`config.mk`:
```
export PLATFORM = sky130hd
export DESIGN_NAME = round_robin_feedback_scheduler
export DESIGN_NICKNAME = d
export VERILOG_FILES = /design/src/rtl/rrfs_pkg.sv /design/src/rtl/rrfs_proc_mem.sv /design/src/rtl/rrfs_queue.sv /design/src/rtl/rrfs_seq.sv /design/src/rtl/round_robin_feedback_scheduler.sv
export SDC_FILE = /design/constraint.sdc
export NUM_CORES = 2
export LEC_CHECK = 0
export ABC_AREA = 1
export BUFFER_PORTS_ARGS = -buffer_cell sky130_fd_sc_hd__buf_2
export CORE_MARGIN = 4
export CORE_UTILIZATION = 35
export DETAILED_ROUTE_END_ITERATION = 6
export GPL_TIMING_DRIVEN = 0
export SETUP_SLACK_MARGIN = 0.05
export SYNTH_ARGS = -nofsm -noshare
export SYNTH_HDL_FRONTEND = slang
export SYNTH_SLANG_ARGS = --single-unit
```
`constraint.sdc`:
```
create_clock -name clk -period 12.75 [get_ports clk]
set_input_delay 1.9125 -clock clk [delete_from_list [all_inputs] [get_ports clk]]
set_output_delay 1.9125 -clock clk [all_outputs]
set_load 0.01 [all_outputs]
```
`src/rtl/rrfs_pkg.sv`:
```
// Shared types, codes and helpers of the round-robin feedback scheduler.
`default_nettype none
package rrfs_pkg;

	localparam int PROCESSES_DEF = 8;
	localparam int MAX_IO = 4;
	localparam int IOW = (MAX_IO > 1) ? $clog2(MAX_IO) : 1;
	localparam int NQ = 6;

	localparam logic [1:0] CMD_DEFINE = 2'd0;
	localparam logic [1:0] CMD_IOREQ = 2'd1;
	localparam logic [1:0] CMD_TICK = 2'd2;
	localparam logic [1:0] CMD_NOP = 2'd3;

	localparam logic [1:0] EV_NONE = 2'd0;
	localparam logic [1:0] EV_IO = 2'd1;
	localparam logic [1:0] EV_FINISH = 2'd2;
	localparam logic [1:0] EV_QUANTUM = 2'd3;

	localparam logic [1:0] DEV_DISK = 2'd0;
	localparam logic [1:0] DEV_TAPE = 2'd1;

	localparam logic [2:0] Q_NEW = 3'd0;
	localparam logic [2:0] Q_HIGH = 3'd1;
	localparam logic [2:0] Q_LOW = 3'd2;
	localparam logic [2:0] Q_DISK = 3'd3;
	localparam logic [2:0] Q_TAPE = 3'd4;
	localparam logic [2:0] Q_PRN = 3'd5;

	localparam logic [2:0] REG_QUANTUM = 3'd0;
	localparam logic [2:0] REG_DISK = 3'd1;
	localparam logic [2:0] REG_TAPE = 3'd2;
	localparam logic [2:0] REG_PRINTER = 3'd3;
	localparam logic [2:0] REG_PCOUNT = 3'd4;

	typedef struct packed {
		logic [1:0]  command;
		logic [2:0]  pid;
		logic [15:0] arrival_time;
		logic [15:0] service_time;
		logic [2:0]  io_count;
		logic [1:0]  io_index;
		logic [15:0] io_point;
		logic [1:0]  io_device;
	} cmd_t;

	typedef struct packed {
		logic [15:0] tick_time;
		logic [1:0]  event_res;
		logic [2:0]  left_pid;
		logic [7:0]  slice_length;
		logic [15:0] turnaround;
		logic        cpu_busy;
		logic [2:0]  running_pid;
		logic        from_high;
		logic        idle_ended;
		logic [15:0] idle_length;
		logic        all_done;
	} res_t;

	typedef struct packed {
		logic [7:0] quantum;
		logic [7:0] disk_time;
		logic [7:0] tape_time;
		logic [7:0] printer_time;
		logic [3:0] process_count;
	} cfg_t;

	typedef struct packed {
		logic [15:0]                    arrival;
		logic [15:0]                    service;
		logic [15:0]                    remaining;
		logic [2:0]                     io_total;
		logic [2:0]                     io_next;
		logic [7:0]                     io_left;
		logic [MAX_IO-1:0][15:0]        io_point;
		logic [MAX_IO-1:0][1:0]         io_device;
	} proc_t;

	typedef struct packed {
		logic       rd_en;
		logic [2:0] rd_pid;
		logic       wr_en;
		logic [2:0] wr_pid;
		proc_t      wr_data;
	} pmem_req_t;

	typedef struct packed {
		logic       rd_en;
		logic [2:0] rd_q;
		logic       push_en;
		logic [2:0] push_q;
		logic [2:0] push_pid;
		logic       pop_en;
		logic [2:0] pop_q;
	} qreq_t;

	// io_next modulo MAX_IO by repeated subtraction
	function automatic logic [IOW-1:0] io_slot(input logic [2:0] n);
		logic [4:0] r;
		r = {2'b00, n};
		for (int i = 0; i < 8; i++) begin
			if (r >= 5'(MAX_IO)) begin
				r = r - 5'(MAX_IO);
			end
		end
		return IOW'(r);
	endfunction

endpackage
`default_nettype wire

```
`src/rtl/rrfs_proc_mem.sv`:
```
// Per-process table memory, one write and one registered read per cycle.
`default_nettype none
module rrfs_proc_mem #(
	parameter int PROCESSES = rrfs_pkg::PROCESSES_DEF
) (
	input  wire                clk,
	input  rrfs_pkg::pmem_req_t req,
	output rrfs_pkg::proc_t    rd_data
);
	localparam int PW = (PROCESSES > 1) ? $clog2(PROCESSES) : 1;

	rrfs_pkg::proc_t mem [PROCESSES];
	rrfs_pkg::proc_t rd_q;

	always_ff @(posedge clk) begin
		if (req.wr_en) begin
			mem[PW'(req.wr_pid)] <= req.wr_data;
		end
		if (req.rd_en) begin
			rd_q <= mem[PW'(req.rd_pid)];
		end
	end

	assign rd_data = rd_q;
endmodule
`default_nettype wire

```
`src/rtl/rrfs_queue.sv`:
```
// Six process FIFOs sharing one entry memory, with head/tail/count registers.
`default_nettype none
module rrfs_queue #(
	parameter int PROCESSES = rrfs_pkg::PROCESSES_DEF,
	parameter int CW = $clog2(PROCESSES + 1)
) (
	input  wire                               clk,
	input  wire                               arst_n,
	input  rrfs_pkg::qreq_t                    req,
	output logic [2:0]                         rd_pid,
	output logic [rrfs_pkg::NQ-1:0][CW-1:0]    counts
);
	localparam int PW = (PROCESSES > 1) ? $clog2(PROCESSES) : 1;
	localparam int QAW = (rrfs_pkg::NQ * PROCESSES > 1) ? $clog2(rrfs_pkg::NQ * PROCESSES) : 1;

	logic [2:0] mem [rrfs_pkg::NQ * PROCESSES];
	logic [rrfs_pkg::NQ-1:0][PW-1:0] head_q, tail_q;
	logic [rrfs_pkg::NQ-1:0][CW-1:0] cnt_q;
	logic [rrfs_pkg::NQ-1:0] pop_ok, push_ok;
	logic [2:0] rd_q;
	logic [QAW-1:0] wr_addr, rd_addr;

	always_comb begin
		for (int q = 0; q < rrfs_pkg::NQ; q++) begin
			pop_ok[q] = req.pop_en && (req.pop_q == 3'(q)) && (cnt_q[q] != '0);
			push_ok[q] = req.push_en && (req.push_q == 3'(q)) &&
				((cnt_q[q] - CW'(pop_ok[q])) < CW'(PROCESSES));
		end
	end

	assign wr_addr = QAW'(req.push_q) * QAW'(PROCESSES) + QAW'(tail_q[req.push_q]);
	assign rd_addr = QAW'(req.rd_q) * QAW'(PROCESSES) + QAW'(head_q[req.rd_q]);

	always_ff @(posedge clk) begin
		if (push_ok[req.push_q]) begin
			mem[wr_addr] <= req.push_pid;
		end
		if (req.rd_en) begin
			rd_q <= mem[rd_addr];
		end
	end

	always_ff @(posedge clk or negedge arst_n) begin
		if (!arst_n) begin
			head_q <= '0;
			tail_q <= '0;
			cnt_q <= '0;
		end else begin
			for (int q = 0; q < rrfs_pkg::NQ; q++) begin
				if (pop_ok[q]) begin
					head_q[q] <= (head_q[q] == PW'(PROCESSES - 1)) ? '0 : head_q[q] + 1'b1;
				end
				if (push_ok[q]) begin
					tail_q[q] <= (tail_q[q] == PW'(PROCESSES - 1)) ? '0 : tail_q[q] + 1'b1;
				end
				cnt_q[q] <= cnt_q[q] - CW'(pop_ok[q]) + CW'(push_ok[q]);
			end
		end
	end

	assign rd_pid = rd_q;
	assign counts = cnt_q;
endmodule
`default_nettype wire

```
`src/rtl/rrfs_seq.sv`:
```
// Tick sequencer: walks arrivals, CPU decision, devices and service per command.
`default_nettype none
module rrfs_seq #(
	parameter int PROCESSES = rrfs_pkg::PROCESSES_DEF,
	parameter int CW = $clog2(PROCESSES + 1)
) (
	input  wire                             clk,
	input  wire                             arst_n,
	input  wire                             cmd_valid,
	output logic                            cmd_stall,
	input  rrfs_pkg::cmd_t                  cmd,
	output logic                            res_valid,
	input  wire                             res_stall,
	output rrfs_pkg::res_t                  res,
	input  rrfs_pkg::cfg_t                  cfg,
	output rrfs_pkg::pmem_req_t             pm_req,
	input  rrfs_pkg::proc_t                 pm_rd,
	output rrfs_pkg::qreq_t                 q_req,
	input  wire [2:0]                       q_rd_pid,
	input  wire [rrfs_pkg::NQ-1:0][CW-1:0]  counts
);
	typedef enum logic [3:0] {
		ST_IDLE, ST_DEF_WR, ST_IO_WR, ST_ARR_RD, ST_ARR_PID, ST_ARR_CHK, ST_PICK,
		ST_PICK_W, ST_CPU_RD, ST_CPU_EV, ST_DEV_RD, ST_DEV_PID, ST_DEV_WR, ST_FIN,
		ST_REM_WR, ST_OUT
	} state_t;

	state_t state_q;
	rrfs_pkg::cmd_t c_q;
	rrfs_pkg::res_t res_q;
	logic res_valid_q;
	logic [15:0] tick_q, idle_start_q, turn_q, ilen_q;
	logic [7:0] slice_q, slen_q;
	logic cpu_valid_q, high_q, idle_flag_q, ended_q, done_q;
	logic [2:0] cpu_pid_q, left_q, p_q;
	logic [3:0] fin_q;
	logic [1:0] ev_q, d_q;

	logic accept, pid_ok, idx_ok, io_hit, quantum_hit, have_high, have_low, out_free;
	logic [15:0] served;
	logic [rrfs_pkg::IOW-1:0] slot;
	logic [1:0] dev;
	logic [2:0] src, dq, dev_cur, dest;
	logic [7:0] dtime;
	rrfs_pkg::proc_t e;

	assign e = pm_rd;
	assign accept = cmd_valid && !cmd_stall;
	assign cmd_stall = (state_q != ST_IDLE);
	assign pid_ok = 32'(c_q.pid) < PROCESSES;
	assign idx_ok = 32'(c_q.io_index) < rrfs_pkg::MAX_IO;
	assign served = e.service - e.remaining;
	assign slot = rrfs_pkg::io_slot(e.io_next);
	assign io_hit = (e.io_next < e.io_total) && (e.io_point[slot] == served);
	assign dev = e.io_device[slot];
	assign src = high_q ? rrfs_pkg::Q_HIGH : rrfs_pkg::Q_LOW;
	assign quantum_hit = (cfg.quantum != 8'd0) && (slice_q == cfg.quantum);
	assign have_high = counts[rrfs_pkg::Q_HIGH] != '0;
	assign have_low = counts[rrfs_pkg::Q_LOW] != '0;
	assign dev_cur = rrfs_pkg::Q_DISK + {1'b0, d_q};
	assign dest = (d_q == 2'd0) ? rrfs_pkg::Q_LOW : rrfs_pkg::Q_HIGH;
	assign out_free = !res_valid_q || !res_stall;

	always_comb begin
		case (dev)
			rrfs_pkg::DEV_DISK: begin
				dq = rrfs_pkg::Q_DISK;
				dtime = cfg.disk_time;
			end
			rrfs_pkg::DEV_TAPE: begin
				dq = rrfs_pkg::Q_TAPE;
				dtime = cfg.tape_time;
			end
			default: begin
				dq = rrfs_pkg::Q_PRN;
				dtime = cfg.printer_time;
			end
		endcase
	end

	always_comb begin
		pm_req = '0;
		q_req = '0;
		case (state_q)
			ST_IDLE: begin
				if (accept && (32'(cmd.pid) < PROCESSES) &&
					((cmd.command == rrfs_pkg::CMD_DEFINE) ||
					((cmd.command == rrfs_pkg::CMD_IOREQ) &&
					(32'(cmd.io_index) < rrfs_pkg::MAX_IO)))) begin
					pm_req.rd_en = 1'b1;
					pm_req.rd_pid = cmd.pid;
				end
			end
			ST_DEF_WR: begin
				pm_req.wr_en = 1'b1;
				pm_req.wr_pid = c_q.pid;
				pm_req.wr_data = e;
				pm_req.wr_data.arrival = c_q.arrival_time;
				pm_req.wr_data.service = c_q.service_time;
				pm_req.wr_data.remaining = c_q.service_time;
				pm_req.wr_data.io_total = (32'(c_q.io_count) > rrfs_pkg::MAX_IO) ?
					3'(rrfs_pkg::MAX_IO) : c_q.io_count;
				pm_req.wr_data.io_next = 3'd0;
				pm_req.wr_data.io_left = 8'd0;
				q_req.push_en = 1'b1;
				q_req.push_q = rrfs_pkg::Q_NEW;
				q_req.push_pid = c_q.pid;
			end
			ST_IO_WR: begin
				pm_req.wr_en = 1'b1;
				pm_req.wr_pid = c_q.pid;
				pm_req.wr_data = e;
				pm_req.wr_data.io_point[rrfs_pkg::IOW'(c_q.io_index)] = c_q.io_point;
				pm_req.wr_data.io_device[rrfs_pkg::IOW'(c_q.io_index)] = c_q.io_device;
			end
			ST_ARR_RD: begin
				q_req.rd_en = counts[rrfs_pkg::Q_NEW] != '0;
				q_req.rd_q = rrfs_pkg::Q_NEW;
			end
			ST_ARR_PID, ST_DEV_PID: begin
				pm_req.rd_en = 1'b1;
				pm_req.rd_pid = q_rd_pid;
			end
			ST_ARR_CHK: begin
				if (e.arrival <= tick_q) begin
					q_req.pop_en = 1'b1;
					q_req.pop_q = rrfs_pkg::Q_NEW;
					q_req.push_en = 1'b1;
					q_req.push_q = rrfs_pkg::Q_HIGH;
					q_req.push_pid = p_q;
				end
			end
			ST_PICK: begin
				if (slice_q == 8'd0) begin
					q_req.rd_en = have_high || have_low;
					q_req.rd_q = have_high ? rrfs_pkg::Q_HIGH : rrfs_pkg::Q_LOW;
				end
			end
			ST_CPU_RD, ST_FIN: begin
				pm_req.rd_en = cpu_valid_q;
				pm_req.rd_pid = cpu_pid_q;
			end
			ST_CPU_EV: begin
				q_req.pop_q = src;
				if (io_hit) begin
					q_req.pop_en = 1'b1;
					pm_req.wr_en = 1'b1;
					pm_req.wr_pid = cpu_pid_q;
					pm_req.wr_data = e;
					pm_req.wr_data.io_left = dtime;
					q_req.push_en = 1'b1;
					q_req.push_q = dq;
					q_req.push_pid = cpu_pid_q;
				end else if (e.remaining == 16'd0) begin
					q_req.pop_en = 1'b1;
				end else if (quantum_hit) begin
					q_req.pop_en = 1'b1;
					q_req.push_en = 1'b1;
					q_req.push_q = rrfs_pkg::Q_LOW;
					q_req.push_pid = cpu_pid_q;
				end
			end
			ST_DEV_RD: begin
				q_req.rd_en = counts[dev_cur] != '0;
				q_req.rd_q = dev_cur;
			end
			ST_DEV_WR: begin
				pm_req.wr_en = 1'b1;
				pm_req.wr_pid = p_q;
				pm_req.wr_data = e;
				if (e.io_left <= 8'd1) begin
					pm_req.wr_data.io_left = 8'd0;
					if (e.io_next < 3'd7) begin
						pm_req.wr_data.io_next = e.io_next + 3'd1;
					end
					q_req.pop_en = 1'b1;
					q_req.pop_q = dev_cur;
					q_req.push_en = 1'b1;
					q_req.push_q = dest;
					q_req.push_pid = p_q;
				end else begin
					pm_req.wr_data.io_left = e.io_left - 8'd1;
				end
			end
			ST_REM_WR: begin
				pm_req.wr_en = e.remaining != 16'd0;
				pm_req.wr_pid = cpu_pid_q;
				pm_req.wr_data = e;
				pm_req.wr_data.remaining = e.remaining - 16'd1;
			end
			default: begin
			end
		endcase
	end

	always_ff @(posedge clk or negedge arst_n) begin
		if (!arst_n) begin
			state_q <= ST_IDLE;
			res_valid_q <= 1'b0;
			tick_q <= '0;
			slice_q <= '0;
			cpu_valid_q <= 1'b0;
			cpu_pid_q <= '0;
			high_q <= 1'b0;
			fin_q <= '0;
			idle_flag_q <= 1'b0;
			idle_start_q <= '0;
			c_q <= '0;
			res_q <= '0;
			ev_q <= '0;
			left_q <= '0;
			slen_q <= '0;
			turn_q <= '0;
			ended_q <= 1'b0;
			ilen_q <= '0;
			done_q <= 1'b0;
			p_q <= '0;
			d_q <= '0;
		end else begin
			if (res_valid_q && !res_stall) begin
				res_valid_q <= 1'b0;
			end
			case (state_q)
				ST_IDLE: begin
					if (accept) begin
						c_q <= cmd;
						ev_q <= rrfs_pkg::EV_NONE;
						left_q <= '0;
						slen_q <= '0;
						turn_q <= '0;
						ended_q <= 1'b0;
						ilen_q <= '0;
						done_q <= 1'b0;
						d_q <= '0;
						if (cmd.command == rrfs_pkg::CMD_TICK) begin
							state_q <= ST_ARR_RD;
						end else if (32'(cmd.pid) >= PROCESSES) begin
							state_q <= ST_OUT;
						end else if (cmd.command == rrfs_pkg::CMD_DEFINE) begin
							state_q <= ST_DEF_WR;
						end else if ((cmd.command == rrfs_pkg::CMD_IOREQ) &&
							(32'(cmd.io_index) < rrfs_pkg::MAX_IO)) begin
							state_q <= ST_IO_WR;
						end else begin
							state_q <= ST_OUT;
						end
					end
				end
				ST_DEF_WR, ST_IO_WR: begin
					state_q <= (pid_ok && (idx_ok || c_q.command == rrfs_pkg::CMD_DEFINE)) ?
						ST_OUT : ST_OUT;
				end
				ST_ARR_RD: begin
					state_q <= (counts[rrfs_pkg::Q_NEW] != '0) ? ST_ARR_PID : ST_PICK;
				end
				ST_ARR_PID: begin
					p_q <= q_rd_pid;
					state_q <= ST_ARR_CHK;
				end
				ST_ARR_CHK: begin
					state_q <= (e.arrival <= tick_q) ? ST_ARR_RD : ST_PICK;
				end
				ST_PICK: begin
					if (slice_q == 8'd0) begin
						cpu_valid_q <= have_high || have_low;
						high_q <= have_high;
						if (have_high || have_low) begin
							state_q <= ST_PICK_W;
						end else begin
							cpu_pid_q <= '0;
							if (ev_q != rrfs_pkg::EV_NONE) begin
								done_q <= (counts[rrfs_pkg::Q_DISK] == '0) &&
									(counts[rrfs_pkg::Q_TAPE] == '0) &&
									(counts[rrfs_pkg::Q_PRN] == '0) &&
									(fin_q == cfg.process_count);
								state_q <= ST_DEV_RD;
							end else begin
								state_q <= ST_CPU_RD;
							end
						end
					end else begin
						state_q <= ST_CPU_RD;
					end
				end
				ST_PICK_W: begin
					cpu_pid_q <= q_rd_pid;
					state_q <= (ev_q != rrfs_pkg::EV_NONE) ? ST_DEV_RD : ST_CPU_RD;
				end
				ST_CPU_RD: begin
					if (cpu_valid_q) begin
						if (idle_flag_q) begin
							ended_q <= 1'b1;
							ilen_q <= tick_q - idle_start_q;
						end
						idle_flag_q <= 1'b0;
						state_q <= ST_CPU_EV;
					end else begin
						state_q <= ST_DEV_RD;
					end
				end
				ST_CPU_EV: begin
					if (io_hit || (e.remaining == 16'd0) || quantum_hit) begin
						left_q <= cpu_pid_q;
						slen_q <= slice_q;
						slice_q <= '0;
						state_q <= ST_PICK;
						if (io_hit) begin
							ev_q <= rrfs_pkg::EV_IO;
						end else if (e.remaining == 16'd0) begin
							ev_q <= rrfs_pkg::EV_FINISH;
							turn_q <= tick_q - e.arrival;
							if (fin_q < 4'd15) begin
								fin_q <= fin_q + 4'd1;
							end
						end else begin
							ev_q <= rrfs_pkg::EV_QUANTUM;
						end
					end else begin
						state_q <= ST_DEV_RD;
					end
				end
				ST_DEV_RD: begin
					if (counts[dev_cur] != '0) begin
						state_q <= ST_DEV_PID;
					end else if (d_q == 2'd2) begin
						state_q <= ST_FIN;
					end else begin
						d_q <= d_q + 2'd1;
					end
				end
				ST_DEV_PID: begin
					p_q <= q_rd_pid;
					state_q <= ST_DEV_WR;
				end
				ST_DEV_WR: begin
					if (d_q == 2'd2) begin
						state_q <= ST_FIN;
					end else begin
						d_q <= d_q + 2'd1;
						state_q <= ST_DEV_RD;
					end
				end
				ST_FIN: begin
					if (!cpu_valid_q) begin
						if (!idle_flag_q) begin
							idle_start_q <= tick_q;
						end
						idle_flag_q <= 1'b1;
						state_q <= ST_OUT;
					end else begin
						if (slice_q < 8'd255) begin
							slice_q <= slice_q + 8'd1;
						end
						state_q <= ST_REM_WR;
					end
				end
				ST_REM_WR: begin
					state_q <= ST_OUT;
				end
				ST_OUT: begin
					if (out_free) begin
						res_valid_q <= 1'b1;
						res_q.tick_time <= tick_q;
						res_q.event_res <= ev_q;
						res_q.left_pid <= left_q;
						res_q.slice_length <= slen_q;
						res_q.turnaround <= turn_q;
						res_q.idle_ended <= ended_q;
						res_q.idle_length <= ilen_q;
						res_q.all_done <= done_q;
						if (c_q.command == rrfs_pkg::CMD_TICK) begin
							res_q.cpu_busy <= cpu_valid_q;
							res_q.running_pid <= cpu_valid_q ? cpu_pid_q : 3'd0;
							res_q.from_high <= cpu_valid_q && high_q;
							tick_q <= tick_q + 16'd1;
						end else begin
							res_q.cpu_busy <= 1'b0;
							res_q.running_pid <= '0;
							res_q.from_high <= 1'b0;
						end
						state_q <= ST_IDLE;
					end
				end
				default: begin
					state_q <= ST_IDLE;
				end
			endcase
		end
	end

	assign res_valid = res_valid_q;
	assign res = res_q;
endmodule
`default_nettype wire

```
`src/rtl/round_robin_feedback_scheduler.sv`:
```
// Top level of the round-robin feedback scheduler: config registers and wiring.
// Usage: load processes (command 0) and their I/O requests (command 1) first,
// then send one command 2 beat per scheduler tick. Every command beat on the
// cmd channel yields exactly one result beat on the res channel, in order.
// Both channels use valid/stall; a beat moves when valid is high and stall low.
// A define or I/O request command reads, then writes the process table;
// an ignored command goes straight to its result. A tick walks the arrival list
// (once per admitted process), the CPU decision (again when a process leaves
// the CPU), each busy device (at most three) and the service step; each is
// a read-modify-write of process table or queue memory; reads are registered.
// One command is in flight at a time; the next command is taken as soon as the
// previous result sits in the output register, even while that result stalls.
// A stalled result holds; the sequencer waits only when a newer result is ready.
// Write registers (wr_en/wr_index/wr_data) only while idle; the block does not
// enforce this. Reset clears the tick count, CPU and idle state and empties all
// six queues; the process table holds no valid data until it is loaded.
`default_nettype none
module round_robin_feedback_scheduler #(
	parameter int PROCESSES = rrfs_pkg::PROCESSES_DEF
) (
	input  wire             clk,
	input  wire             arst_n,
	input  wire             cmd_valid,
	output logic            cmd_stall,
	input  rrfs_pkg::cmd_t  cmd,
	output logic            res_valid,
	input  wire             res_stall,
	output rrfs_pkg::res_t  res,
	input  wire             wr_en,
	input  wire [2:0]       wr_index,
	input  wire [7:0]       wr_data
);
	localparam int CW = $clog2(PROCESSES + 1);

	rrfs_pkg::cfg_t cfg_q;
	rrfs_pkg::pmem_req_t pm_req;
	rrfs_pkg::proc_t pm_rd;
	rrfs_pkg::qreq_t q_req;
	logic [2:0] q_rd_pid;
	logic [rrfs_pkg::NQ-1:0][CW-1:0] counts;

	always_ff @(posedge clk or negedge arst_n) begin
		if (!arst_n) begin
			cfg_q.quantum <= 8'd3;
			cfg_q.disk_time <= 8'd4;
			cfg_q.tape_time <= 8'd8;
			cfg_q.printer_time <= 8'd12;
			cfg_q.process_count <= 4'd5;
		end else if (wr_en) begin
			case (wr_index)
				rrfs_pkg::REG_QUANTUM: cfg_q.quantum <= wr_data;
				rrfs_pkg::REG_DISK: cfg_q.disk_time <= wr_data;
				rrfs_pkg::REG_TAPE: cfg_q.tape_time <= wr_data;
				rrfs_pkg::REG_PRINTER: cfg_q.printer_time <= wr_data;
				rrfs_pkg::REG_PCOUNT: cfg_q.process_count <= wr_data[3:0];
				default: begin
				end
			endcase
		end
	end

	rrfs_proc_mem #(.PROCESSES(PROCESSES)) u_proc_mem (
		.clk     (clk),
		.req     (pm_req),
		.rd_data (pm_rd)
	);

	rrfs_queue #(.PROCESSES(PROCESSES), .CW(CW)) u_queue (
		.clk    (clk),
		.arst_n (arst_n),
		.req    (q_req),
		.rd_pid (q_rd_pid),
		.counts (counts)
	);

	rrfs_seq #(.PROCESSES(PROCESSES), .CW(CW)) u_seq (
		.clk       (clk),
		.arst_n    (arst_n),
		.cmd_valid (cmd_valid),
		.cmd_stall (cmd_stall),
		.cmd       (cmd),
		.res_valid (res_valid),
		.res_stall (res_stall),
		.res       (res),
		.cfg       (cfg_q),
		.pm_req    (pm_req),
		.pm_rd     (pm_rd),
		.q_req     (q_req),
		.q_rd_pid  (q_rd_pid),
		.counts    (counts)
	);
endmodule
`default_nettype wire

```
==> results.ini <==
[layout]
fillerInstances=19800
nNetsFinal=7260
final_common_cell=edfxtp_1
fin_util=0.407
final_cell_mix=edfxtp_1 (1353), o21ai_0 (985), nor2_1 (930)
drive_above_1_share=0.0825
syn_to_final_growth_pct=15.5
layoutNonFillerInstCount=10000

[cts]
cts_hold_buffers=0
clkSinkCount=1684
clock-root-buffer=clkbuf_16
cts_resized=0
cts_tree=done
clock_latency_ns=0.83
htreeDepth=4
cts_buffer_depth=3
postCtsSetupBuffers=0
numCtsBuffers=179
path_clk_slew_ns=0.06

[die]
ios=146
die_area_sq_um=216000
coreArea_sq_um=207000
die_w_microns=465
die_h_microns=465
num_rows=167
start_util=0.352

[synthesis]
ys.warnings.count=0
synth_seq_cells=1684
syn_nets=6875
ys_seq_area_frac=0.670
yosysUniqueCellTypes=58
syn_inst=6690
syn_area_sq_um=73000
avgSynthCellArea_sq_um=10.9

[worst_setup_path]
path_max_fanout=32
end_kind=flip-flop
worst-setup-path-type=reg -> reg
cp-start-kind=flip-flop
arrival_ns=7.18
crit_required_ns=13.24

[route]
viasPerCell=5.29
drc=0
antenna_left=0
first_iter_violations=6013
drt-total-wl_mm=222
wl_per_cell_microns=22.2
num_vias=52900
dr.pass1.iters=6

[placement]
dp.cells=9682
finalWeightedCongestion=0.928
port-buffer-count=145
dp_hpwl_mm=157

[timing]
hold_viol=0
skew_ns=0.0461
setup_tns_ns=0
worst_pin_slew_ns=1.57
period_needed_ns=6.69
setup_viol=0
maxSlewHeadroom=-0.0482
clock.fmax_ghz=0.149
finalCritPeriodShare=0.525
whs_ns=0.474
drv_slew=22
grt_setup_unrepaired=no

[power_and_ir_drop]
finalPower_mw=21.7
p_per_area_nw_per_um2=257
power_leakage_nw=32.1
ir_worst_vdd_mv=0.182

[global_route]
busiest_layer=met2
grt_pass1_wl_mm=327
grt_pass1_vias=50700
grtUsageMet1=0.277
grt_usage=0.199
grt_overflow_total=0
antenna_found_initial=9
grt_max_degree=102
met3_usage=0.0427
use_met2=0.310

[run_status]
violations=capacitance limit, slew limit
status=finished, violations left

[flow_run]
maxCapViolCount=2

[hold_path]
worst_hold_path_type=reg -> reg

[final cells by class]
type	count	area (sq um)	area share
diodes	4	10.0	0.000119
plain buffers	333	1370	0.0162
clock buffers	230	4830	0.0573
clock inverters	97	973	0.0115
inverters	569	2140	0.0253
multi-input cells	4104	20800	0.246
flip-flops and latches	1684	48900	0.580
well taps	2788	3490	0.0413
repair buffers	204	1920	0.0227
[where the power goes]
part           switching (mW)  total (mW)  internal, mW
Clock                    2.22        5.16          2.94
Combinational            5.98        8.22          2.24
Sequential              0.466        8.29          7.82
[logic make-up after synthesis]
kind of cell | Yosys count | synth area share
buf+inv | 902 | 0.0478
simple gates | 2251 | 0.126
xor+xnor | 73 | 0.00875
compound gates | 1671 | 0.129
flops | 1684 | 0.670
fa+ha+maj | 109 | 0.0190
[synth_stat cells (all sizes together)]
library cell | count | area share
a2111oi | 1 | 0.00012
a211oi | 1 | 0.00010
a21o | 3 | 0.00031
a21oi | 141 | 0.0097
a221oi | 9 | 0.0012
a31oi | 136 | 0.012
a32oi | 1 | 0.00012
a41oi | 3 | 0.00036
and2 | 2 | 0.00017
and3 | 1 | 0.000086
buf | 52 | 0.0041
clkbuf | 281 | 0.014
clkinv | 8 | 0.00041
dfrtp | 323 | 0.11
dfstp | 8 | 0.0029
edfxtp | 1353 | 0.56
fa | 3 | 0.00082
ha | 106 | 0.018
inv | 561 | 0.029
nand2 | 934 | 0.048
nand2b | 1 | 0.000086
nand3 | 268 | 0.019
nand3b | 15 | 0.0015
nand4 | 20 | 0.0017
nor2 | 952 | 0.050
nor3 | 39 | 0.0034
nor3b | 1 | 0.00010
nor4 | 13 | 0.0013
o2111ai | 6 | 0.00072
o211a | 1 | 0.00014
o211ai | 20 | 0.0021
o21a | 7 | 0.00072
o21ai | 992 | 0.068
o21bai | 138 | 0.014
o221ai | 25 | 0.0030
o22ai | 178 | 0.015
o311ai | 1 | 0.00012
o31ai | 6 | 0.00062
o32ai | 2 | 0.00024
or2 | 5 | 0.00043
xnor2 | 31 | 0.0037
xor2 | 42 | 0.0050
[sequential cells by signal, indices dropped and copies added (netlist names), 2 cells and up]
register and flops:
cfg_q 36, u_proc_mem.mem 1072, u_proc_mem.rd_data 134, u_queue.counts 24, u_queue.head_q 18, u_queue.mem 144
u_queue.rd_pid 3, u_queue.tail_q 18, u_seq.c_q 60, u_seq.cpu_pid_q 3, u_seq.d_q 2, u_seq.ev_q 2
u_seq.fin_q 4, u_seq.idle_start_q 16, u_seq.ilen_q 16, u_seq.left_q 3, u_seq.p_q 3, u_seq.res 68
u_seq.slen_q 8, u_seq.slice_q 8, u_seq.state_q 4, u_seq.tick_q 16, u_seq.turn_q 16
[through the flow]
step / area [sq um] / worst slack (ns)
finish: 84400 / 6.06
global placement: 77300 / -3.32
global route: 84400 / 5.86
floorplan: 73000 / 2.92
CTS: 84400 / 6.27
detailed placement: 78600 / 6.32
[final timing paths]
kind                                                  startpoint                              end  slack [ns]  cells past startpoint
worst max-delay path            u_proc_mem.rd_data[81]$_DFFE_PP_  u_proc_mem.mem[4][12]$_DFFE_PP_        6.06                     22
worst min-delay path                   u_seq.c_q[42]$_DFFE_PN0P_        u_seq.c_q[42]$_DFFE_PN0P_        0.47                      2
worst max register to register  u_proc_mem.rd_data[81]$_DFFE_PP_  u_proc_mem.mem[4][12]$_DFFE_PP_        6.06                     22
worst min register to register         u_seq.c_q[42]$_DFFE_PN0P_        u_seq.c_q[42]$_DFFE_PN0P_        0.47                      2
max in group asynchronous                                 arst_n        u_seq.c_q[10]$_DFFE_PN0P_       10.31                      3
min in group asynchronous                                 arst_n         u_seq.res[9]$_DFFE_PN0P_        1.05                      1
[per-layer routing]
metal / wire length [microns] / vias up
li1: - / 24300
met5: 28 / -
met4: 7330 / 4
met3: 20100 / 360
met2: 100000 / 2221
met1: 94800 / 26100
[critical path, stage by stage (launching register included)]
cell and delay, ns:
edfxtp_1 0.60, inv_1 0.19, clkbuf_1 0.60, nand3_1 0.15
nand2_1 0.13, nand2_1 0.06, nand2_1 0.12, nand2_1 0.07
nor2_1 0.11, nand2_1 0.08, nor2_2 0.09, nand3_2 0.21
nor2_4 0.34, nand2_2 0.11, buf_6 0.19, nand2_1 0.53
nor2_1 0.38, o211ai_1 0.25, nand4_1 0.43, nor2_4 0.84
buf_12 0.30, buf_12 0.25, buf_12 0.25
(Power assumes the default switching activity.)
